==> src/rtl/paged_mono_bitmap_blitter_core_defines.svh <==
`ifndef PAGED_MONO_BITMAP_BLITTER_CORE_DEFINES_SVH
`define PAGED_MONO_BITMAP_BLITTER_CORE_DEFINES_SVH

// Same-cycle implication, sampled on clk, off while rst is high.
`define PMBB_ASSERT_IMP(label, ante, cons, msg) \
  label: assert property (@(posedge clk) disable iff (rst) (ante) |-> (cons)) \
    else $error(msg);

// Next-cycle implication, sampled on clk, off while rst is high.
`define PMBB_ASSERT_NXT(label, ante, cons, msg) \
  label: assert property (@(posedge clk) disable iff (rst) (ante) |=> (cons)) \
    else $error(msg);

`endif

==> src/rtl/pmbb_pkg.sv <==
package pmbb_pkg;

  localparam int SCREEN_COLS = 128;
  localparam int SCREEN_ROWS = 64;
  localparam int PAGE_COUNT  = SCREEN_ROWS / 8;
  localparam int STORE_SIZE  = SCREEN_COLS * PAGE_COUNT;
  localparam int ADDR_W      = (STORE_SIZE > 1) ? $clog2(STORE_SIZE) : 1;
  localparam int PG_W        = (PAGE_COUNT > 1) ? $clog2(PAGE_COUNT) : 1;
  localparam int COL_W       = $clog2(SCREEN_COLS);
  localparam int CFG_IDX_W   = 3;
  localparam int CFG_DATA_W  = 9;

  typedef enum logic [1:0] {
    FUNC_BLIT  = 2'd0,
    FUNC_READ  = 2'd1,
    FUNC_WRITE = 2'd2,
    FUNC_NOP   = 2'd3
  } func_t;

  typedef enum logic [1:0] {
    DRAW_SET   = 2'd0,
    DRAW_CLEAR = 2'd1,
    DRAW_XOR   = 2'd2
  } draw_mode_t;

  typedef enum logic [CFG_IDX_W-1:0] {
    CFG_DEST_X        = 3'd0,
    CFG_DEST_Y        = 3'd1,
    CFG_BITMAP_WIDTH  = 3'd2,
    CFG_BITMAP_HEIGHT = 3'd3,
    CFG_DRAW_MODE     = 3'd4,
    CFG_MIRROR_X      = 3'd5,
    CFG_MIRROR_Y      = 3'd6
  } cfg_idx_t;

  typedef enum logic [2:0] {
    S_CLEAR,
    S_IDLE,
    S_PLAN,
    S_ACC0,
    S_ACC1,
    S_ACC2,
    S_HOLD
  } state_t;

  typedef struct packed {
    func_t      func;
    logic [4:0] page;
    logic [7:0] column;
    logic [7:0] data_byte;
  } in_item_t;

  typedef struct packed {
    logic [7:0] read_data;
    logic [1:0] bytes_written;
  } out_item_t;

  typedef struct packed {
    logic [8:0] dest_x;
    logic [8:0] dest_y;
    logic [7:0] bitmap_width;
    logic [7:0] bitmap_height;
    draw_mode_t draw_mode;
    logic       mirror_x;
    logic       mirror_y;
  } cfg_t;

  typedef struct packed {
    logic              rd;
    logic              wr;
    logic              rmw0;
    logic              rmw1;
    logic [ADDR_W-1:0] addr0;
    logic [ADDR_W-1:0] addr1;
    logic [7:0]        bits0;
    logic [7:0]        bits1;
    logic [1:0]        nwr;
  } plan_t;

  typedef struct packed {
    logic              we;
    logic [ADDR_W-1:0] waddr;
    logic [7:0]        wdata;
    logic              re;
    logic [ADDR_W-1:0] raddr;
  } mem_req_t;

endpackage

==> src/rtl/pmbb_cfg.sv <==
module pmbb_cfg import pmbb_pkg::*; (
  input  logic                  clk,
  input  logic                  rst,
  input  logic                  cfg_valid,
  input  logic [CFG_IDX_W-1:0]  cfg_index,
  input  logic [CFG_DATA_W-1:0] cfg_data,
  output cfg_t                  cfg
);

  always_ff @(posedge clk) begin
    if (rst) begin
      cfg.dest_x        <= '0;
      cfg.dest_y        <= '0;
      cfg.bitmap_width  <= 8'd8;
      cfg.bitmap_height <= 8'd8;
      cfg.draw_mode     <= DRAW_SET;
      cfg.mirror_x      <= 1'b0;
      cfg.mirror_y      <= 1'b0;
    end else if (cfg_valid) begin
      unique case (cfg_idx_t'(cfg_index))
        CFG_DEST_X:        cfg.dest_x        <= cfg_data;
        CFG_DEST_Y:        cfg.dest_y        <= cfg_data;
        CFG_BITMAP_WIDTH:  cfg.bitmap_width  <= cfg_data[7:0];
        CFG_BITMAP_HEIGHT: cfg.bitmap_height <= cfg_data[7:0];
        CFG_DRAW_MODE:     cfg.draw_mode     <= draw_mode_t'(cfg_data[1:0]);
        CFG_MIRROR_X:      cfg.mirror_x      <= cfg_data[0];
        CFG_MIRROR_Y:      cfg.mirror_y      <= cfg_data[0];
        default: ;
      endcase
    end
  end

endmodule

==> config.mk <==
export PLATFORM = sky130hd
export DESIGN_NAME = pmbb_cfg
export DESIGN_NICKNAME = d
export VERILOG_FILES = /design/src/rtl/paged_mono_bitmap_blitter_core_defines.svh /design/src/rtl/pmbb_pkg.sv /design/src/rtl/pmbb_cfg.sv
export SDC_FILE = /design/constraint.sdc
export NUM_CORES = 1
export LEC_CHECK = 0
export BUFFER_PORTS_ARGS = -buffer_cell sky130_fd_sc_hd__buf_2
export CORE_MARGIN = 5
export CORE_UTILIZATION = 40
export DETAILED_ROUTE_END_ITERATION = 7
export PLACE_DENSITY = 0.68
export SLEW_MARGIN = 25
export SYNTH_ARGS = -nofsm -noshare
export SYNTH_HDL_FRONTEND = slang
export SYNTH_SLANG_ARGS = --single-unit
==> constraint.sdc <==
create_clock -name clk -period 1.1 [get_ports clk]
set_input_delay 0.11 -clock clk [delete_from_list [all_inputs] [get_ports clk]]
set_output_delay 0.11 -clock clk [all_outputs]
set_load 0.05 [all_outputs]
==> results of run 1 <==
[worst min-delay path: stages]
cell and delay [ns]:
buf_2 0.09, nor2_1 0.05, mux2i_1 0.11
[layout by cell type (no fill, tap or decap)]
master     Yosys  layout
buf_2          3      52
nand2b_1      45      45
nand4bb_1      3       3
buf_12         0       2
and4bb_1       1       1
clkbuf_8       0       6
or4b_1         1       1
nor4b_2        1       1
mux2i_1       38      38
and4bb_2       1       1
bufinv_16      0       2
dfxtp_1       38      38
nor2_1         3       3
nand4b_1       3       3
buf_4          0       8
[kinds of logic after synthesis]
| family | Yosys count | share of synthesized area, % |
|---|---|---|
| buffers and inverters | 9 | 2.83 |
| muxes | 38 | 23.9 |
| and+or+nand+nor | 58 | 25.4 |
| DFF | 38 | 47.9 |
[report_power, final]
part	internal, mW	leakage, nW	switching (mW)	total [mW]
sequential	1.41	0.308	0.0149	1.42
combinational	0.131	0.701	0.219	0.350
clock	0.967	0.0714	0.471	1.44
total	2.50	1.08	0.705	3.21
[final cells by class]
class / instances / area [um2]
tap: 50 / 62.6
multi-input combinational: 96 / 783
timing repair buffer: 62 / 360
clock inverter: 2 / 60.1
fill: 378 / 1800
sequential: 38 / 761
clock buffer: 6 / 82.6
[worst max-delay path by stage]
stage / start / to / slack, ns
3_5_place_dp: cfg_index[0] / cfg[35] / -0.09
3_3_place_gp: cfg_index[0] / cfg[29] / -0.07
2_1_floorplan: cfg_index[0] / cfg[29] / 0.08
4_1_cts: cfg[37] / cfg[37] / 0.06
6_report: cfg[37] / cfg[37] / 0.07
5_1_grt: cfg[37] / cfg[37] / 0.04
[metal layers]
metal,track usage [%],wire [um],vias up
met5,0,0,-
met4,6.15,72,0
met3,4.13,194,7
met2,23.3,1810,33
li1,-,-,606
met1,16.5,1550,562
==> results.yml, run 1 <==
drt:
  ant_nets: 0
  vias: 1208
  routed_wirelength_mm: 3.63
  avgViaCountPerCell: 4.76
  drc: 0
  dr.first_iter.drc_count: 45
  detail_route.wl_per_cell_um: 14.3
  dr.pass1.iters: 4
clock_tree:
  clock_sinks: 38
  clk_latency_ns: 0.28
  clockRootBuffer: "clkbuf_8"
  cts.reportedPaths.clkPinSlew_ns: 0.07
  cts_tree: "yes"
  post_cts_buffers: 0
  htree_levels: 2
  cts_resized: 0
  clk_path_buf_depth: 2
  cts_hold_buf: 0
  cts_buffers: 5
finish:
  drive_gt1_share_pct: 35.3
  area_growth_pct: 32.8
  largest_reg_flops: 38
  nNetsFinal: 218
  diodes: 0
  fin_cells: 254
  post-route-util_pct: 53.9
  largestRegisters: "cfg x38"
  postLayoutCellArea_mm2: 0.00211
  regMostFlops: "cfg"
synth:
  ys_seq_area_share_pct: 47.9
  syn_nets: 158
  yosys_warnings: 0
  syn_inst: 143
  yosysMostFrequentCell: "nand2b_1"
  yosys-top-cells-count: "nand2b_1, dfxtp_1, mux2i_1, clkbuf_1"
  ys_ff_latch: 38
  synthFlopType: "dfxtp_1"
  postSynthAreaPerCell_um2: 11.1
  async_reset_ff_share_pct: 0
  synth_top_area_cell: "dfxtp_1"
  synthDistinctLibCells: 13
  yosys-top-cells-area: "dfxtp_1, mux2i_1, nand2b_1"
  synth_edf_count: 0
  yosysTopAreaCellShare_pct: 47.9
  synth_area_mm2: 0.00159
critical_path:
  r2r_end: "cfg[35]"
  cp.arrival_ns: 0.92
  required_ns: 0.99
  criticalPathCategory: "reg -> out"
  cp_num_cells: 1
  critical_path.max_fanout: 2
  cp_num_buf_inv: 1
  crit_family: "flip-flops"
  crit_chain: "buf_2"
  start_kind: "flop"
  critPathCaptureType: "output pin"
  r2r_slack_ns: 0.46
  max_stage_delay_ns: 0.36
  crit_slowest_cell: "dfxtp_1"
  regToRegStartpoint: "cfg[35]"
  reg2reg_depth: 2
floorplan:
  initial_core_util_pct: 40.6
  die_h_um: 73.0
  fp-row-count: 23
  core_area_mm2: 0.00391
  die_w_um: 73.0
  die_area_mm2: 0.00533
  ios: 53
global_routing:
  grt_overflow: 0
  grt_use_total_pct: 14.0
  antenna_found_initial: 0
  grt_start_max_net_pins: 22
  grt_pass1_vias: 1207
  grt_pass1_wl_mm: 5.73
placed_design:
  pre_cts_ws_ns: -0.0927
  placed_area_mm2: 0.00197
  dpl.cell_count: 246
  place_hpwl_mm: 2.73
  place_congestion: 0.772
  io_buffers: 52
pwr:
  cellPowerDensity_mw_per_mm2: 1520
  power_leakage_nw: 1.08
  vdd_drop_max_mv: 1.14
  power_mw: 3.21
timing:
  slew_viol_final: 0
  fin_crit_sh_pct: 93.9
  fmax_mhz: 968
  tns_ns: 0
  whs_ns: 0.101
  relSlewSlack_pct: 74.7
  fin_ws_ns: 0.0669
  setup_viol: 0
  hold_viol: 0
  clock_skew_ns: 0
  grt_setup_unrepaired: "no"
  fin_crit_ns: 1.03
  tightest_slew_ns: 0.379
hold_path:
  min_from: "cfg_data[3]"
  hold_path.class: "in -> reg"
  hold_depth: 3
  hold_end: "cfg[7]"
run:
  maxCapViolCount: 0
outcome:
  status: "finished clean"
Note: power is estimated with default switching activity, not from simulation.
==> run 2, diff against run 1 <==
Settings changed: ABC_AREA set to 1.
==> results.yml, run 2 <==
outcome:
  status: "finished clean"
finish:
  diodes: 0
  drive_gt1_share_pct: 25.4
  fin_cells: 331
  final_cell_mix: "nor2_1, buf_2, nand2_1"
  area_growth_pct: 25.8
  final_common_cell: "nor2_1"
  regMostFlops: "cfg"
  nNetsFinal: 298
  largestRegisters: "cfg x38"
  largest_reg_flops: 38
floorplan:
  initial_core_util_pct: 42.3
  core_area_mm2: 0.00374
  die_w_um: 72.9
  die_h_um: 72.9
  fp-row-count: 22
  ios: 53
  die_area_mm2: 0.00532
clock_tree:
  clock_sinks: 38
  post_cts_buffers: 0
  clk_latency_ns: 0.28
  cts_tree: "yes"
  cts_hold_buf: 0
  cts.reportedPaths.clkPinSlew_ns: 0.07
  clockRootBuffer: "clkbuf_8"
  htree_levels: 2
  clk_path_buf_depth: 2
  cts_resized: 0
  cts_buffers: 5
timing:
  tns_ns: 0
  setup_viol: 0
  grt_setup_unrepaired: "no"
  fmax_mhz: 967
  slew_viol_final: 0
  fin_crit_sh_pct: 94.0
  whs_ns: 0.0609
  clock_skew_ns: 0
  fin_crit_ns: 1.03
  relSlewSlack_pct: 72.8
  hold_viol: 0
  tightest_slew_ns: 0.408
placed_design:
  io_buffers: 52
  place_hpwl_mm: 2.81
  dpl.cell_count: 324
  place_congestion: 0.787
synth:
  yosys-top-cells-count: "nor2_1, nand2_1, dfxtp_1, nand3_1, inv_1"
  syn_nets: 244
  synth_top_area_cell: "dfxtp_1"
  ys_ff_latch: 38
  synth_area_mm2: 0.00158
  yosysMostFrequentCell: "nor2_1"
  ys_seq_area_share_pct: 48.0
  synthDistinctLibCells: 14
  synthFlopType: "dfxtp_1"
  yosys-top-cells-area: "dfxtp_1, nor2_1, nand3_1"
  syn_inst: 229
  yosys_warnings: 0
  yosysTopAreaCellShare_pct: 48.0
  async_reset_ff_share_pct: 0
  synth_edf_count: 0
  postSynthAreaPerCell_um2: 6.92
critical_path:
  crit_slowest_cell: "dfxtp_1"
  regToRegStartpoint: "cfg[19]"
  reg2reg_depth: 2
  cp_num_cells: 1
  start_kind: "flop"
  critPathCaptureType: "output pin"
  crit_family: "flip-flops"
  cp_num_buf_inv: 1
  critical_path.max_fanout: 2
  required_ns: 0.99
  criticalPathCategory: "reg -> out"
  crit_chain: "buf_2"
  max_stage_delay_ns: 0.36
  startpoint: "cfg[19]"
  cp.arrival_ns: 0.92
pwr:
  power_leakage_nw: 1.01
  cellPowerDensity_mw_per_mm2: 1430
  vdd_drop_max_mv: 0.820
hold_path:
  min_from: "cfg_data[3]"
  hold_path.class: "in -> reg"
  hold_depth: 3
global_routing:
  grt_start_max_net_pins: 39
  grt_overflow: 0
  grt_pass1_vias: 1394
  grt_pass1_wl_mm: 6.29
  grt_use_total_pct: 15.2
  antenna_found_initial: 0
drt:
  dr.pass1.iters: 4
  drc: 0
  ant_nets: 0
  detail_route.wl_per_cell_um: 11.5
  dr.first_iter.drc_count: 63
  routed_wirelength_mm: 3.81
  vias: 1551
  avgViaCountPerCell: 4.69
run:
  maxCapViolCount: 0
-- run 2: cell count changes in the layout (fill, tap and decap cells not counted), moves of 14 or more --
cell	delta
nand2_1	+45
nand3_1	+38
nand2b_1	-45
inv_1	+14
nor2_1	+70
mux2i_1	-38
-- run 2: final timing paths --
path	endpoint	slack (ns)
min	cfg[15]	0.06
min reg2reg	cfg[28]	0.48
max	cfg[19]	0.07
max reg2reg	cfg[19]	0.51
-- run 2: logic make-up (layout without fill, tap and decap cells) --
kind of cell | count (synthesis) | count (layout) | synth area share, %
buffers and inverters | 25 | 79 | 6.71
AND/OR/NAND/NOR | 163 | 163 | 44.3
flip-flops | 38 | 38 | 48.0
AO/OA/AOI/OAI | 3 | 3 | 0.948
-- run 2: final cells by class --
cell class | instances | area [um2]
Clock inverter | 2 | 10.0
Inverter | 16 | 60.1
Multi-Input combinational cell | 166 | 717
Tap cell | 48 | 60.1
Sequential cell | 38 | 761
Fill cell | 412 | 1750
Clock buffer | 5 | 68.8
Timing Repair Buffer | 56 | 315
-- run 2: metal layers --
metal	vias up	wire length [um]	GRT usage [%]
met5	-	0	0
li1	816	-	-
met4	0	25	3.89
met1	675	1730	20.1
met2	56	1700	23.2
met3	4	346	5.65
-- run 2: power breakdown --
group / leakage, nW / switching [mW] / internal, mW
registers: 0.309 / 0.0231 / 1.42
clock network: 0.0438 / 0.465 / 0.425
logic: 0.656 / 0.367 / 0.135
total: 1.01 / 0.856 / 1.98
-- run 2: per-stage QoR --
step | instance area (um2) | setup slack [ns] | power, mW | utilization, %
4_1_cts | 1990 | 0.0731 | 2.86 | 53.2
6_report | 1990 | 0.0655 | 2.84 | 53.2
2_1_floorplan | 1580 | 0.198 | 1.85 | -
3_5_place_dp | 1910 | 0.0971 | 1.98 | 51.1
3_3_place_gp | 1910 | 0.115 | 1.98 | 51.1
5_1_grt | 1990 | 0.0368 | 2.98 | 53.2
==> run 3, diff against run 2 <==
Settings changed: REMOVE_ABC_BUFFERS set to 1.
==> results.yml, run 3 (synthesized netlist as in run 2, its figures left out) <==
critical_path:
  critPathCaptureType: "output pin"
  cp_num_buf_inv: 1
  criticalPathCategory: "reg -> out"
  max_stage_delay_ns: 0.36
  required_ns: 0.99
  cp.arrival_ns: 0.93
  crit_chain: "buf_2"
  start_kind: "flop"
  crit_family: "flip-flops"
  regToRegStartpoint: "cfg[7]"
  crit_slowest_cell: "dfxtp_1"
  critical_path.max_fanout: 2
  startpoint: "cfg[33]"
pwr:
  power_leakage_nw: 1.01
  pwr-share-seq_pct: 49.4
  vdd_drop_max_mv: 0.593
  p_sw_share_pct: 29.5
  power_frac_comb_pct: 17.2
  cellPowerDensity_mw_per_mm2: 1460
  p_int_mw: 2.06
  clkPwrFrac_pct: 33.4
  p_switching_mw: 0.862
finish:
  largestRegisters: "cfg x38"
  drive_gt1_share_pct: 25.4
  final_common_cell: "nor2_1"
  largest_reg_flops: 38
  fill_cells: 410
  final_cell_mix: "nor2_1, buf_2, nand2_1"
  post-route-util_pct: 53.5
  diodes: 0
  area_growth_pct: 26.5
  regMostFlops: "cfg"
  nNetsFinal: 298
floorplan:
  die_area_mm2: 0.00532
  fp-row-count: 22
  initial_core_util_pct: 42.3
  die_h_um: 72.9
  ios: 53
  core_area_mm2: 0.00374
  die_w_um: 72.9
timing:
  fin_crit_sh_pct: 94.3
  grt_setup_unrepaired: "no"
  fin_ws_ns: 0.0628
  tightest_slew_ns: 0.403
  tns_ns: 0
  slew_viol_final: 0
  fmax_mhz: 964
  relSlewSlack_pct: 73.1
  fin_crit_ns: 1.04
  clock_skew_ns: 0
  setup_viol: 0
  hold_viol: 0
drt:
  wl_met1_mm: 1.74
  drc: 0
  ant_nets: 0
  vias: 1519
  detail_route.wl_per_cell_um: 11.5
  dr.first_iter.drc_count: 68
  avgViaCountPerCell: 4.58
  routed_wirelength_mm: 3.82
  dr_wl_met3_um: 332
  wl_met2_mm: 1.70
  dr.pass1.iters: 4
  dr.max_layer_used: "met4"
hold_path:
  min_from: "cfg_data[3]"
  hold_path.class: "in -> reg"
clock_tree:
  clk_path_buf_depth: 2
  cts_buffers: 5
  cts_tree: "yes"
  clockRootBuffer: "clkbuf_8"
  cts_resized: 0
  cts.reportedPaths.clkPinSlew_ns: 0.07
  htree_levels: 2
  clock_sinks: 38
  post_cts_buffers: 0
  clk_latency_ns: 0.29
  cts_hold_buf: 0
run:
  maxCapViolCount: 0
placed_design:
  io_buffers: 52
  place_hpwl_mm: 2.71
  place_congestion: 0.825
  pre_cts_ws_ns: 0.125
global_routing:
  antenna_found_initial: 0
  grt_pass1_wl_mm: 6.33
  grt_overflow: 0
  grt_pass1_vias: 1386
  grt_use_total_pct: 15.7
  grt_start_max_net_pins: 39
outcome:
  status: "finished clean"
[run 3: power groups by stage]
stage               Clock [mW]  Combinational (mW)  Sequential (mW)
finish                   0.977               0.503             1.45
global route              1.07               0.549             1.45
CTS                       1.00               0.508             1.45
detailed placement           0               0.507             1.48
global placement             0               0.504             1.48
floorplan                    0               0.187             1.65
[run 3: through the flow]
stage / cell area, um2 / power [mW] / hold WS (ns) / std cells
after floorplan: 1540 / 1.83 / 0.223 / 220
after global placement: 1910 / 1.98 / 0.361 / 324
after detailed placement: 1910 / 1.99 / 0.363 / 324
after CTS: 2000 / 2.96 / 0.0580 / 332
after global routing: 2000 / 3.08 / 0.0812 / 332
final: 2000 / 2.93 / 0.0623 / 332
[run 3: final timing paths]
| kind | endpoint | slack (ns) | depth (start not counted) |
|---|---|---|---|
| setup / recovery | cfg[33] | 0.06 | 1 |
| hold / removal | cfg[15] | 0.06 | 3 |
| setup reg to reg | cfg[7] | 0.52 | 2 |
| hold reg to reg | cfg[15] | 0.47 | 2 |
[run 3: final cells by class]
type	instances	area, um2	share of cell area [%]
clock buffers	7	86.3	4.31
clock inverters	1	5.00	0.250
inverters	16	60.1	3.00
multi-input cells	166	717	35.8
flip-flops and latches	38	761	38.0
well taps	48	60.1	3.00
repair buffers	56	315	15.7
[run 3: layer usage]
metal,global-route usage (%),up-vias
met3,6.47,6
met4,5.94,0
li1,-,812
met5,0,-
met1,19.6,655
met2,24.0,46
[run 3: worst min-delay path, cell delays in order]
cell     delay, ns
buf_2         0.11
nand2_1       0.05
nand3_1       0.05
