## src/rtl/paged_mono_bitmap_blitter_core_defines.svh

```systemverilog
`ifndef PAGED_MONO_BITMAP_BLITTER_CORE_DEFINES_SVH
`define PAGED_MONO_BITMAP_BLITTER_CORE_DEFINES_SVH

// Same-cycle implication, sampled on clk, off while rst is high.
`define PMBB_ASSERT_IMP(label, ante, cons, msg) \
  label: assert property (@(posedge clk) disable iff (rst) (ante) |-> (cons)) \
    else $error(msg);

// Next-cycle implication, sampled on clk, off while rst is high.
`define PMBB_ASSERT_NXT(label, ante, cons, msg) \
  label: assert property (@(posedge clk) disable iff (rst) (ante) |=> (cons)) \
    else $error(msg);

`endif

```

## src/rtl/pmbb_pkg.sv

```systemverilog
package pmbb_pkg;

  localparam int SCREEN_COLS = 128;
  localparam int SCREEN_ROWS = 64;
  localparam int PAGE_COUNT  = SCREEN_ROWS / 8;
  localparam int STORE_SIZE  = SCREEN_COLS * PAGE_COUNT;
  localparam int ADDR_W      = (STORE_SIZE > 1) ? $clog2(STORE_SIZE) : 1;
  localparam int PG_W        = (PAGE_COUNT > 1) ? $clog2(PAGE_COUNT) : 1;
  localparam int COL_W       = $clog2(SCREEN_COLS);
  localparam int CFG_IDX_W   = 3;
  localparam int CFG_DATA_W  = 9;

  typedef enum logic [1:0] {
    FUNC_BLIT  = 2'd0,
    FUNC_READ  = 2'd1,
    FUNC_WRITE = 2'd2,
    FUNC_NOP   = 2'd3
  } func_t;

  typedef enum logic [1:0] {
    DRAW_SET   = 2'd0,
    DRAW_CLEAR = 2'd1,
    DRAW_XOR   = 2'd2
  } draw_mode_t;

  typedef enum logic [CFG_IDX_W-1:0] {
    CFG_DEST_X        = 3'd0,
    CFG_DEST_Y        = 3'd1,
    CFG_BITMAP_WIDTH  = 3'd2,
    CFG_BITMAP_HEIGHT = 3'd3,
    CFG_DRAW_MODE     = 3'd4,
    CFG_MIRROR_X      = 3'd5,
    CFG_MIRROR_Y      = 3'd6
  } cfg_idx_t;

  typedef enum logic [2:0] {
    S_CLEAR,
    S_IDLE,
    S_PLAN,
    S_ACC0,
    S_ACC1,
    S_ACC2,
    S_HOLD
  } state_t;

  typedef struct packed {
    func_t      func;
    logic [4:0] page;
    logic [7:0] column;
    logic [7:0] data_byte;
  } in_item_t;

  typedef struct packed {
    logic [7:0] read_data;
    logic [1:0] bytes_written;
  } out_item_t;

  typedef struct packed {
    logic [8:0] dest_x;
    logic [8:0] dest_y;
    logic [7:0] bitmap_width;
    logic [7:0] bitmap_height;
    draw_mode_t draw_mode;
    logic       mirror_x;
    logic       mirror_y;
  } cfg_t;

  typedef struct packed {
    logic              rd;
    logic              wr;
    logic              rmw0;
    logic              rmw1;
    logic [ADDR_W-1:0] addr0;
    logic [ADDR_W-1:0] addr1;
    logic [7:0]        bits0;
    logic [7:0]        bits1;
    logic [1:0]        nwr;
  } plan_t;

  typedef struct packed {
    logic              we;
    logic [ADDR_W-1:0] waddr;
    logic [7:0]        wdata;
    logic              re;
    logic [ADDR_W-1:0] raddr;
  } mem_req_t;

endpackage

```

## src/rtl/pmbb_plan.sv

```systemverilog
module pmbb_plan import pmbb_pkg::*; (
  input  logic     clk,
  input  logic     item_load,
  input  in_item_t item,
  input  logic     plan_load,
  input  cfg_t     cfg,
  output plan_t    plan
);

  localparam int GW = 11;
  localparam logic signed [GW-1:0] COL_MAX  = GW'(SCREEN_COLS - 1);
  localparam logic signed [GW-1:0] ROW_MAX  = GW'(SCREEN_ROWS - 1);
  localparam logic signed [GW-1:0] PAGE_MAX = GW'(PAGE_COUNT - 1);

  function automatic logic [3:0] eight_mod(input logic [7:0] h);
    logic [3:0] r;
    case (h) inside
      8'd0, 8'd1, 8'd2, 8'd4, 8'd8: r = 4'd0;
      8'd3, 8'd6:                   r = 4'd2;
      8'd5:                         r = 4'd3;
      8'd7:                         r = 4'd1;
      default:                      r = 4'd8;
    endcase
    return r;
  endfunction

  function automatic logic [7:0] flip_bits(input logic [7:0] v);
    logic [7:0] t;
    t = ((v & 8'hF0) >> 4) | ((v & 8'h0F) << 4);
    t = ((t & 8'hCC) >> 2) | ((t & 8'h33) << 2);
    t = ((t & 8'hAA) >> 1) | ((t & 8'h55) << 1);
    return t;
  endfunction

  function automatic logic [ADDR_W-1:0] addr_of(input logic [PG_W-1:0] pg,
                                                input logic [COL_W-1:0] col);
    return ADDR_W'(pg) * ADDR_W'(SCREEN_COLS) + ADDR_W'(col);
  endfunction

  in_item_t              item_q;
  plan_t                 plan_next;
  logic signed [GW-1:0]  xs, ys, xw, yh, neg, srow, brow, brow1, icol, sx;
  logic [3:0]            ymod, off;
  logic [5:0]            rows;
  logic                  geo_ok, blit_ok, raw_ok, is_blit;
  logic [7:0]            b;
  logic [15:0]           wide;
  logic [PG_W-1:0]       pg0, pg1;
  logic [COL_W-1:0]      colb;

  always_comb begin
    is_blit = item_q.func == FUNC_BLIT;
    ymod    = cfg.mirror_y ? eight_mod(cfg.bitmap_height) : 4'd0;
    xs      = GW'($signed(cfg.dest_x));
    ys      = GW'($signed(cfg.dest_y)) - $signed({7'b0, ymod});
    xw      = xs + $signed({3'b0, cfg.bitmap_width});
    yh      = ys + $signed({3'b0, cfg.bitmap_height});
    geo_ok  = cfg.bitmap_width != 8'd0 && cfg.bitmap_height != 8'd0 &&
              xw > 0 && xs <= COL_MAX && yh > 0 && ys <= ROW_MAX;
    rows    = 6'(({1'b0, cfg.bitmap_height} + 9'd7) >> 3);

    // negative y: page rounds down (one page further for a multiple of 8), offset runs 1..8
    neg = -ys;
    if (ys < 0) begin
      off  = 4'd8 - {1'b0, neg[2:0]};
      srow = ~(neg >>> 3);
    end else begin
      off  = {1'b0, ys[2:0]};
      srow = ys >>> 3;
    end
    brow  = srow + $signed({6'b0, item_q.page});
    brow1 = brow + 11'sd1;

    icol = cfg.mirror_x ?
           $signed({3'b0, cfg.bitmap_width}) - 11'sd1 - $signed({3'b0, item_q.column}) :
           $signed({3'b0, item_q.column});
    sx   = xs + icol;

    blit_ok = is_blit && geo_ok && {1'b0, item_q.page} < rows &&
              item_q.column < cfg.bitmap_width &&
              brow <= PAGE_MAX && brow > -2 && sx >= 0 && sx <= COL_MAX;

    b    = cfg.mirror_y ? flip_bits(item_q.data_byte) : item_q.data_byte;
    wide = {8'b0, b} << off;

    raw_ok = {1'b0, item_q.page} < 6'(PAGE_COUNT) &&
             {1'b0, item_q.column} < 9'(SCREEN_COLS);

    pg0  = brow[PG_W-1:0];
    pg1  = brow1[PG_W-1:0];
    colb = sx[COL_W-1:0];

    plan_next.rmw0  = blit_ok && brow >= 0;
    plan_next.rmw1  = blit_ok && off != 4'd0 && brow < PAGE_MAX;
    plan_next.rd    = item_q.func == FUNC_READ && raw_ok;
    plan_next.wr    = item_q.func == FUNC_WRITE && raw_ok;
    plan_next.addr0 = is_blit ? addr_of(pg0, colb) :
                      addr_of(item_q.page[PG_W-1:0], item_q.column[COL_W-1:0]);
    plan_next.addr1 = addr_of(pg1, colb);
    plan_next.bits0 = is_blit ? wide[7:0] : item_q.data_byte;
    plan_next.bits1 = wide[15:8];
    plan_next.nwr   = {1'b0, plan_next.rmw0} + {1'b0, plan_next.rmw1} +
                      {1'b0, plan_next.wr};
  end

  always_ff @(posedge clk) begin
    if (item_load) begin
      item_q <= item;
    end
    if (plan_load) begin
      plan <= plan_next;
    end
  end

endmodule

```

## config.mk

```make
export PLATFORM = sky130hd
export DESIGN_NAME = pmbb_plan
export DESIGN_NICKNAME = d
export VERILOG_FILES = /design/src/rtl/paged_mono_bitmap_blitter_core_defines.svh /design/src/rtl/pmbb_pkg.sv /design/src/rtl/pmbb_plan.sv
export SDC_FILE = /design/constraint.sdc
export NUM_CORES = 1
export LEC_CHECK = 0
export BUFFER_PORTS_ARGS = -buffer_cell sky130_fd_sc_hd__buf_2
export CORE_ASPECT_RATIO = 1.2
export CORE_MARGIN = 5
export CORE_UTILIZATION = 57
export DETAILED_ROUTE_END_ITERATION = 10
export PLACE_DENSITY = 0.82
export SLEW_MARGIN = 30
export SYNTH_ARGS = -nofsm -noshare
export SYNTH_HDL_FRONTEND = slang
export SYNTH_SLANG_ARGS = --single-unit
```

## constraint.sdc

```tcl
create_clock -name clk -period 8.3 [get_ports clk]
set_input_delay 0.83 -clock clk [delete_from_list [all_inputs] [get_ports clk]]
set_output_delay 0.83 -clock clk [all_outputs]
set_load 0.1 [all_outputs]
```

==> flow_summary.yaml, run 1 <==
detailed_routing:
  drt_wl_total_um: 14700
  route.met3.wl_um: 1060
  drt_iter0_drc: 366
  met1Wirelength_um: 5680
  wl_per_cell_um: 18.0
  drc: 0
  wl_met2_um: 7590
  avgViaCountPerCell: 6.14
  maxUsedRoutingLayer: "met4"
  vias: 5032
  ant_nets: 0
  dr.pass1.iters: 7
run_status:
  outcome: "complete, no violations"
global_route:
  grt_pass1_vias: 5153
  track_usage_pct: 24.9
  antenna_found_initial: 0
  grt_max_degree: 43
  grt_remaining_overflow: 0
  grt_pass1_wl_um: 24000
finish:
  fin_cells: 819
  final_area_mm2: 0.00660
  fillers: 739
  fin_util_pct: 68.6
  drive_gt1_share_pct: 21.1
  regArea_mm2: 0.00195
  nets: 819
  n_antenna_cell: 0
  area_growth_pct: 16.9
  multi_input_area_mm2: 0.00343
synth:
  synth_top_area_share_pct: 34.6
  yosysUniqueCellTypes: 68
  syn-cell-area_mm2: 0.00564
  synth_top_family_by_area: "compound AO/OA/AOI/OAI gates"
  synth_sequential_area_ratio_pct: 34.6
  synth.most_common_cell: "edfxtp_1"
  synthTopCellsByArea: "edfxtp_1 35%, ha_1 13%, xnor2_1 5.3%, o21ai_0 4.0%, inv_1 3.9%"
  synth_common_cells: "65 x edfxtp_1, 59 x inv_1, 57 x ha_1"
  syn_nets: 717
  yosys_warnings: 0
  synthMuxAreaShare_pct: 5.17
  synth.avg_cell_area_um2: 9.58
  synthAdderAreaFrac_pct: 15.5
  synthArstFlopShare_pct: 0
  yosys.area.top_type: "edfxtp_1"
  synth_edf_count: 65
  synth-compound-area-share_pct: 18.7
  synth_xor_area_share_pct: 6.96
  ys_ff_latch: 65
  synth_cells: 589
  yosys.area_share.simple_pct: 14.3
  ys.flop_type: "edfxtp_1"
clocking:
  cts_root_buf: "clkbuf_16"
  clk_latency_ps: 330
  clk_pin_slew_ps: 60
  cts_buffers: 9
  cts_tree: "done"
  cts_hold_buffers: 0
  cts_buffer_depth: 2
  cts_resized: 0
  cts.sinks: 65
  htree_levels: 3
  post_cts_buffers: 0
setup_path:
  crit_slowest_cell: "nor3_1"
  path_cells: "buf_2 > or4_1 > nor2_1 > nand2_1 > a211o_1 > ha_1 > nor2b_1 > o31ai_1 > a21oi_1 > nor3_1 > xor2_1 > fa_1 > a21o_1 > a21oi_1 > xnor2_1 > or2_2 > a311oi_2 > o22ai_1 > nor4b_1 > fa_1"
  criticalPathCategory: "input pin to flop"
  critPathMaxStageDelay_ps: 630
  cp_top_family: "simple AND/OR/NAND/NOR gates"
  timing.critical_path.arrival_ps: 7080
  critPathMaxFanout: 8
  critical_path_required_ps: 8370
  endpoint_kind: "flop"
  start_kind: "input pin"
  crit_buf_inv: 1
sta:
  period_needed_ps: 7020
  setup_tns_ps: 0
  finalClockSkew_ps: 11.5
  hold_viol_final: 0
  worst_pin_slew_ps: 906
  max_slew_margin_pct: 39.6
  fmax_ghz: 0.142
  fin_crit_sh_pct: 84.6
  setup_viol: 0
  rsz0062_at_grt: "false"
  drv_slew: 0
job:
  cap_violations: 0
pwr:
  p_leak_nw: 2.87
  p_per_area_mw_per_mm2: 216
  irDropWorstVdd_mv: 0.106
place:
  hpwlAfterDp_um: 11400
  placed_cell_area_mm2: 0.00627
  gp_congestion: 0.886
  place_inst: 803
  io_buffers: 103
floorplanning:
  dieHeight_um: 119
  die_w_um: 101
  dieArea_mm2: 0.0120
  rows: 39
  core_region_area_mm2: 0.00961
  initial_utilization_pct: 58.7
  io_pins: 106
hold_path:
  min_path_type: "flop to flop"
[metal layers]
layer | up-vias | global-route usage (%)
met5 | - | 0
met4 | 0 | 10.4
met3 | 37 | 4.44
met2 | 209 | 44.2
met1 | 2393 | 29.1
li1 | 2393 | -
[cell usage in the layout (no fill, tap or decap), types with 5 or more instances in the layout]
master / netlist / layout
inv_1: 59 / 59
mux4_2: 6 / 6
ha_1: 57 / 57
clkbuf_16: 0 / 9
nor4_1: 8 / 8
a21oi_1: 37 / 37
nor2b_1: 6 / 6
nor3b_1: 5 / 5
edfxtp_1: 65 / 65
or3_1: 7 / 7
xnor2_1: 34 / 33
mux2_2: 5 / 5
a21o_1: 8 / 8
a31oi_1: 7 / 7
a211oi_1: 7 / 7
o21ai_0: 45 / 45
nor2_1: 25 / 24
mux2i_1: 10 / 10
nand2_1: 55 / 55
fa_1: 7 / 7
xor2_1: 9 / 9
nor3_1: 14 / 14
buf_2: 0 / 103
nand3_1: 15 / 15
o21bai_1: 5 / 5
o31ai_1: 7 / 7
[worst reg2reg max path, cell delays in order, from the launching register on]
cell,delay (ps)
edfxtp_1,460
inv_1,170
ha_1,240
nor2b_1,120
o21ai_0,210
a21boi_0,140
o21ai_0,220
a21boi_0,150
or3_1,310
o21ai_0,80
ha_1,310
o2111ai_1,140
nand3_1,140
o41ai_1,450
xnor2_1,180
a2111oi_0,290
o311ai_0,330
nor4b_1,680
fa_1,530
[where the power goes]
part	internal [mW]	switching (mW)	leakage, nW
Clock	0.262	0.138	0.149
Combinational	0.175	0.422	2.07
Sequential	0.410	0.0184	0.649
[final cells by class]
type	count	area share [%]
Timing Repair Buffer	104	7.93
Inverter	60	3.41
Sequential cell	65	29.6
Clock inverter	7	1.40
Clock buffer	9	3.41
Multi-Input combinational cell	451	51.9
Tap cell	123	2.33
[kinds of logic (layout without fill, tap and decap cells)]
group           after synthesis  count (layout)
xor+xnor                     44              44
simple gates                160             160
buf+inv                      73             180
compound gates              160             160
fa+ha+maj                    66              66
flops                        65              65
mux                          21              21
[through the flow]
step,hold WS (ps),setup WS (ps),total power [mW]
2_1_floorplan,550,1970,0.893
3_3_place_gp,601,1240,0.995
3_5_place_dp,612,985,1.02
4_1_cts,628,1270,1.42
5_1_grt,667,944,1.49
6_report,630,1280,1.43
[worst paths after layout]
path / from / endpoint / slack, ps / depth (start not counted)
hold reg to reg: item_q[3] / plan[13] / 630 / 2
setup reg to reg: item_q[9] / plan[0] / 2890 / 18
hold / removal: item_q[3] / plan[13] / 630 / 2
setup / recovery: cfg[10] / plan[0] / 1280 / 20
[registers in the layout (all words and copies together), names as in the netlist]
signal and flops:
item_q 23, plan 42
(Power assumes the default switching activity.)
==> run 2: changes to the inputs <==
--- a/config.mk
+++ b/config.mk
@@ -8,9 +8,9 @@
 export BUFFER_PORTS_ARGS = -buffer_cell sky130_fd_sc_hd__buf_2
 export CORE_ASPECT_RATIO = 1.2
 export CORE_MARGIN = 5
-export CORE_UTILIZATION = 57
+export CORE_UTILIZATION = 52
 export DETAILED_ROUTE_END_ITERATION = 10
-export PLACE_DENSITY = 0.82
+export PLACE_DENSITY = 0.78
 export SLEW_MARGIN = 30
 export SYNTH_ARGS = -nofsm -noshare
 export SYNTH_HDL_FRONTEND = slang
==> constraint.sdc (replaced) <==
create_clock -name clk -period 5.7 [get_ports clk]
set_input_delay 0.57 -clock clk [delete_from_list [all_inputs] [get_ports clk]]
set_output_delay 0.57 -clock clk [all_outputs]
set_load 0.1 [all_outputs]
==> flow_summary.yaml, run 2 (same netlist as run 1, synthesis figures left out) <==
pwr:
  p_leak_nw: 3.22
  irDropWorstVdd_mv: 0.160
  p_per_area_mw_per_mm2: 295
  finalPower_mw: 2.12
sta:
  setup_tns_ps: 0
  period_needed_ps: 5570
  setup_viol: 0
  drv_slew: 0
  max_slew_margin_pct: 39.9
  finalClockSkew_ps: 9.04
  fin_ws_ps: 129
  worst_pin_slew_ps: 901
  fmax_ghz: 0.179
  hold_viol_final: 0
  rsz0062_at_grt: "true"
  fin_crit_sh_pct: 97.7
floorplanning:
  die_w_um: 105
  core_region_area_mm2: 0.0106
  dieHeight_um: 124
  dieArea_mm2: 0.0130
  initial_utilization_pct: 53.4
  rows: 41
  io_pins: 106
setup_path:
  r2r-start: "item_q[9]"
  reg2reg_slack_ps: 640
  endpoint_kind: "flop"
  regToRegEndpoint: "plan[0]"
  critical_path_required_ps: 5770
  timing.critical_path.arrival_ps: 5650
  critPathMaxFanout: 4
  criticalPathCategory: "input pin to flop"
  start_kind: "input pin"
  r2r_cells: 18
detailed_routing:
  wl_per_cell_um: 17.1
  drt_wl_total_um: 15200
  avgViaCountPerCell: 5.89
  drc: 0
  vias: 5227
  ant_nets: 0
  dr.pass1.iters: 5
  drt_iter0_drc: 277
finish:
  largest_register_ffs: 42
  area_growth_pct: 27.4
  largest-register: "plan"
  regArea_mm2: 0.00195
  n_antenna_cell: 0
  final_common_cell: "buf_2"
  mostFrequentLayoutCells: "102 x buf_2, 65 x edfxtp_1, 62 x buf_4"
  fillers: 827
  drive_gt1_share_pct: 29.9
  fin_cells: 888
  multi_input_area_mm2: 0.00354
  reg_top3: "plan (42), item_q (23)"
  nets: 882
  final_area_mm2: 0.00719
run_status:
  outcome: "complete, no violations"
hold_path:
  min_path_type: "input pin to flop"
  min_from: "item[13]"
  worstHoldPathCells: 1
  min_to: "item_q[13]"
place:
  place_inst: 865
  place_ws_ps: -329
  hpwlAfterDp_um: 12200
  gp_congestion: 0.888
  io_buffers: 103
  placed_cell_area_mm2: 0.00674
global_route:
  antenna_found_initial: 0
  grt_max_degree: 43
  grt_pass1_wl_um: 24400
  grt_pass1_vias: 5071
  grt_remaining_overflow: 0
  track_usage_pct: 23.2
clocking:
  clk_latency_ps: 340
  cts_tree: "done"
  cts_buffers: 9
  clk_pin_slew_ps: 60
  cts.sinks: 65
  cts_root_buf: "clkbuf_16"
  htree_levels: 3
  cts_buffer_depth: 2
job:
  cap_violations: 0
run 2: layout make-up:
type	count	area share, %
clock buffers	9	3.13
clock inverters	7	1.08
inverters	60	3.13
multi-input cells	451	49.2
flip-flops and latches	65	27.1
well taps	129	2.24
repair buffers	167	14.0
run 2: critical path, cell delays in order:
cell and delay, ps:
buf_6 90, or4_4 540, nor2_4 110, nand2_2 60, a211o_1 270, ha_1 280
nor2b_4 140, buf_6 110, o31a_1 330, nor2_1 100, buf_4 160, nor3_4 50
buf_4 140, xnor2_2 120, ha_1 330, a21o_1 140, a21oi_2 60, o21ba_2 240
or4_4 480, a311oi_2 290, o21ai_1 90, a211oi_1 220, and4bb_1 280, fa_1 420
run 2: worst max-delay path by stage:
stage,slack [ps],startpoint,depth (start not counted),endpoint
2_1_floorplan,5,cfg[10],22,plan[0]
3_3_place_gp,-170,cfg[11],23,plan[0]
3_5_place_dp,-330,cfg[11],22,plan[0]
4_1_cts,10,cfg[11],22,plan[0]
5_1_grt,-60,cfg[10],24,plan[0]
6_report,130,cfg[10],24,plan[0]
run 2: report_power, final:
part / switching, mW / internal [mW] / total, mW / leakage, nW
combinational: 0.629 / 0.315 / 0.944 / 2.42
sequential: 0.0256 / 0.597 / 0.623 / 0.649
clock: 0.215 / 0.342 / 0.556 / 0.146
total: 0.869 / 1.25 / 2.12 / 3.22
run 2: layer usage:
layer | share of wire [%] | wire length [um] | up-vias | GRT usage, %
li1 | - | - | 2536 | -
met1 | 41 | 6220 | 2486 | 28.2
met2 | 51 | 7690 | 174 | 40.6
met3 | 6.2 | 945 | 31 | 5.03
met4 | 2.4 | 366 | 0 | 8.55
met5 | 0 | 0 | - | 0
run 2: what timing repair did:
action	4_1_cts	5_1_grt
hold buffers	0	0
setup endpoints to repair	0	1
gates resized for setup	0	23
setup buffers	0	7
run 2: through the flow:
step	util, %	hold slack (ps)
floorplan	-	550
finish	68.0	400
detailed placement	63.8	605
CTS	66.6	397
global placement	63.8	600
global route	68.0	393
==> run 3: changes to the inputs <==
--- a/config.mk
+++ b/config.mk
@@ -6,11 +6,13 @@
 export NUM_CORES = 1
 export LEC_CHECK = 0
 export BUFFER_PORTS_ARGS = -buffer_cell sky130_fd_sc_hd__buf_2
+export CAP_MARGIN = 20
 export CORE_ASPECT_RATIO = 1.2
 export CORE_MARGIN = 5
-export CORE_UTILIZATION = 52
+export CORE_UTILIZATION = 45
 export DETAILED_ROUTE_END_ITERATION = 10
-export PLACE_DENSITY = 0.78
+export GPL_TIMING_DRIVEN = 0
+export PLACE_DENSITY = 0.69
 export SLEW_MARGIN = 30
 export SYNTH_ARGS = -nofsm -noshare
 export SYNTH_HDL_FRONTEND = slang
==> flow_summary.yaml, run 3 (same netlist as run 1, synthesis figures left out) <==
run_status:
  outcome: "complete, no violations"
clocking:
  cts.sinks: 65
  clk_latency_ps: 340
  htree_levels: 3
  cts_root_buf: "clkbuf_16"
  cts_tree: "done"
  cts_hold_buffers: 0
  cts_buffers: 9
  cts_buffer_depth: 2
  clk_pin_slew_ps: 60
global_route:
  track_usage_pct: 19.0
  antenna_found_initial: 0
  grt_pass1_vias: 4822
  grt_pass1_wl_um: 23400
  grt_max_degree: 43
  grt_remaining_overflow: 0
sta:
  max_slew_margin_pct: 41.9
  finalClockSkew_ps: 8.67
  fin_crit_sh_pct: 99.4
  rsz0062_at_grt: "true"
  worst_pin_slew_ps: 871
  drv_slew: 0
  period_needed_ps: 5670
  hold_viol_final: 0
  fmax_ghz: 0.177
  setup_viol: 0
  fin_ws_ps: 34.4
setup_path:
  cp-endpoint: "plan[0]"
  crit_start: "cfg[11]"
  r2r_cells: 19
  path_depth: 23
  endpoint_kind: "flop"
  crit_slowest_cell: "or4_4"
  path_cells: "buf_8 > or4_4 > nor2_4 > nand2_2 > a211o_1 > ha_1 > nor2b_4 > o31ai_4 > a21o_4 > nand4_1 > nor3_2 > nand3_1 > xnor2_1 > ha_1 > inv_2 > or4b_4 > nor4_4 > mux2i_1 > nor3_2 > o21ai_1 > a211oi_1 > and4bb_2 > fa_1"
  critPathMaxFanout: 4
  r2r-start: "item_q[9]"
  regToRegEndpoint: "plan[0]"
  reg2reg_slack_ps: 760
  critical_path_required_ps: 5770
  critPathMaxStageDelay_ps: 550
  cp_top_family: "simple AND/OR/NAND/NOR gates"
  timing.critical_path.arrival_ps: 5740
  criticalPathCategory: "input pin to flop"
  start_kind: "input pin"
  crit_buf_inv: 2
pwr:
  irDropWorstVdd_mv: 0.192
  p_per_area_mw_per_mm2: 303
  p_leak_nw: 3.01
  intPower_mw: 1.26
  switching_share_pct: 40.5
  p_comb_share_pct: 42.3
  clockPowerShare_pct: 28.5
  seqPwrFrac_pct: 29.3
  switching_power_mw: 0.860
  finalPower_mw: 2.12
finish:
  reg_top3: "plan (42), item_q (23)"
  largest_register_ffs: 42
  drive_gt1_share_pct: 26.2
  nets: 844
  fillers: 1092
  area_growth_pct: 24.0
  n_antenna_cell: 0
  mostFrequentLayoutCells: "99 x buf_2, 65 x edfxtp_1, 58 x inv_1"
  largest-register: "plan"
  final_common_cell: "buf_2"
floorplanning:
  dieArea_mm2: 0.0149
  initial_utilization_pct: 46.2
  io_pins: 106
  core_region_area_mm2: 0.0122
  dieHeight_um: 133
  die_w_um: 112
  rows: 44
place:
  gp_congestion: 0.894
  io_buffers: 101
  place_ws_ps: -804
  hpwlAfterDp_um: 11300
detailed_routing:
  dr.pass1.iters: 6
  ant_nets: 0
  wl_per_cell_um: 16.2
  drt_iter0_drc: 311
  drt_wl_total_um: 14300
  avgViaCountPerCell: 5.55
  drc: 0
  vias: 4898
hold_path:
  min_path_type: "input pin to flop"
job:
  cap_violations: 0
## run 3: cell types whose count changed in the layout (fill, tap and decap cells not counted), moves of 2 or more
cell      delta
buf_2        -3
o311ai_0     -2
ha_2         +2
nor3_4       -2
buf_4       -43
buf_6        -3
ha_1         -2
clkbuf_1     +9
nor3_2       +2
## run 3: cell type report
| class | count | area [um2] | share of cell area, % |
|---|---|---|---|
| timing repair buffer | 118 | 646 | 9.23 |
| tap | 161 | 201 | 2.88 |
| buffer | 11 | 61.3 | 0.876 |
| multi-input combinational | 451 | 3590 | 51.3 |
| inverter | 60 | 225 | 3.22 |
| clock buffer | 9 | 225 | 3.22 |
| clock inverter | 7 | 100 | 1.43 |
| sequential | 65 | 1950 | 27.9 |
## run 3: metal layers
metal  track usage, %  part of all wire (%)  up-vias
met4             5.41                   2.0        0
met5                0                     0        -
met3             4.20                   5.0       23
li1                 -                     -     2448
met2             31.3                    47      134
met1             25.3                    46     2293
## run 3: worst min path at each step
stage	slack [ps]	startpoint	to	cells after the start
after floorplan	550	item_q[9]	plan[29]	2
after global placement	580	item_q[22]	plan[41]	1
after detailed placement	600	item_q[22]	plan[41]	1
after CTS	400	item[20]	item_q[20]	1
after global routing	400	item[5]	item_q[5]	1
final	410	item[11]	item_q[11]	1
## run 3: power groups by stage
stage / clock network, mW / registers [mW] / logic, mW
4_1_cts: 0.614 / 0.622 / 0.864
3_3_place_gp: 0 / 0.630 / 0.831
3_5_place_dp: 0 / 0.632 / 0.850
6_report: 0.604 / 0.622 / 0.897
5_1_grt: 0.636 / 0.628 / 0.971
2_1_floorplan: 0 / 0.900 / 0.405
## run 3: through the flow
step	hold slack [ps]	instance area, um2	util (%)	setup TNS (ps)	cells
after global routing	398	7000	57.3	-130	882
after detailed placement	604	6400	52.4	-1750	851
after floorplan	550	5690	-	0	589
after global placement	579	6400	52.4	-1460	851
after CTS	399	6800	55.6	0	871
final	407	7000	57.3	0	882
## run 3: repair_timing
item	4_1_cts	5_1_grt
resized for setup	12	30
pin swaps	9	23
buffers inserted	6	11
setup endpoints to repair	2	2
## run 3: worst register-to-register path: cells and delay by family (launching register included)
kind                     cells  cell delay, ps
flip-flops                   1             450
buffers and inverters        2             310
adder cells (fa/ha/maj)      3             940
AND/OR/NAND/NOR              4             890
XOR/XNOR                     1             170
AO/OA/AOI/OAI                9            1930
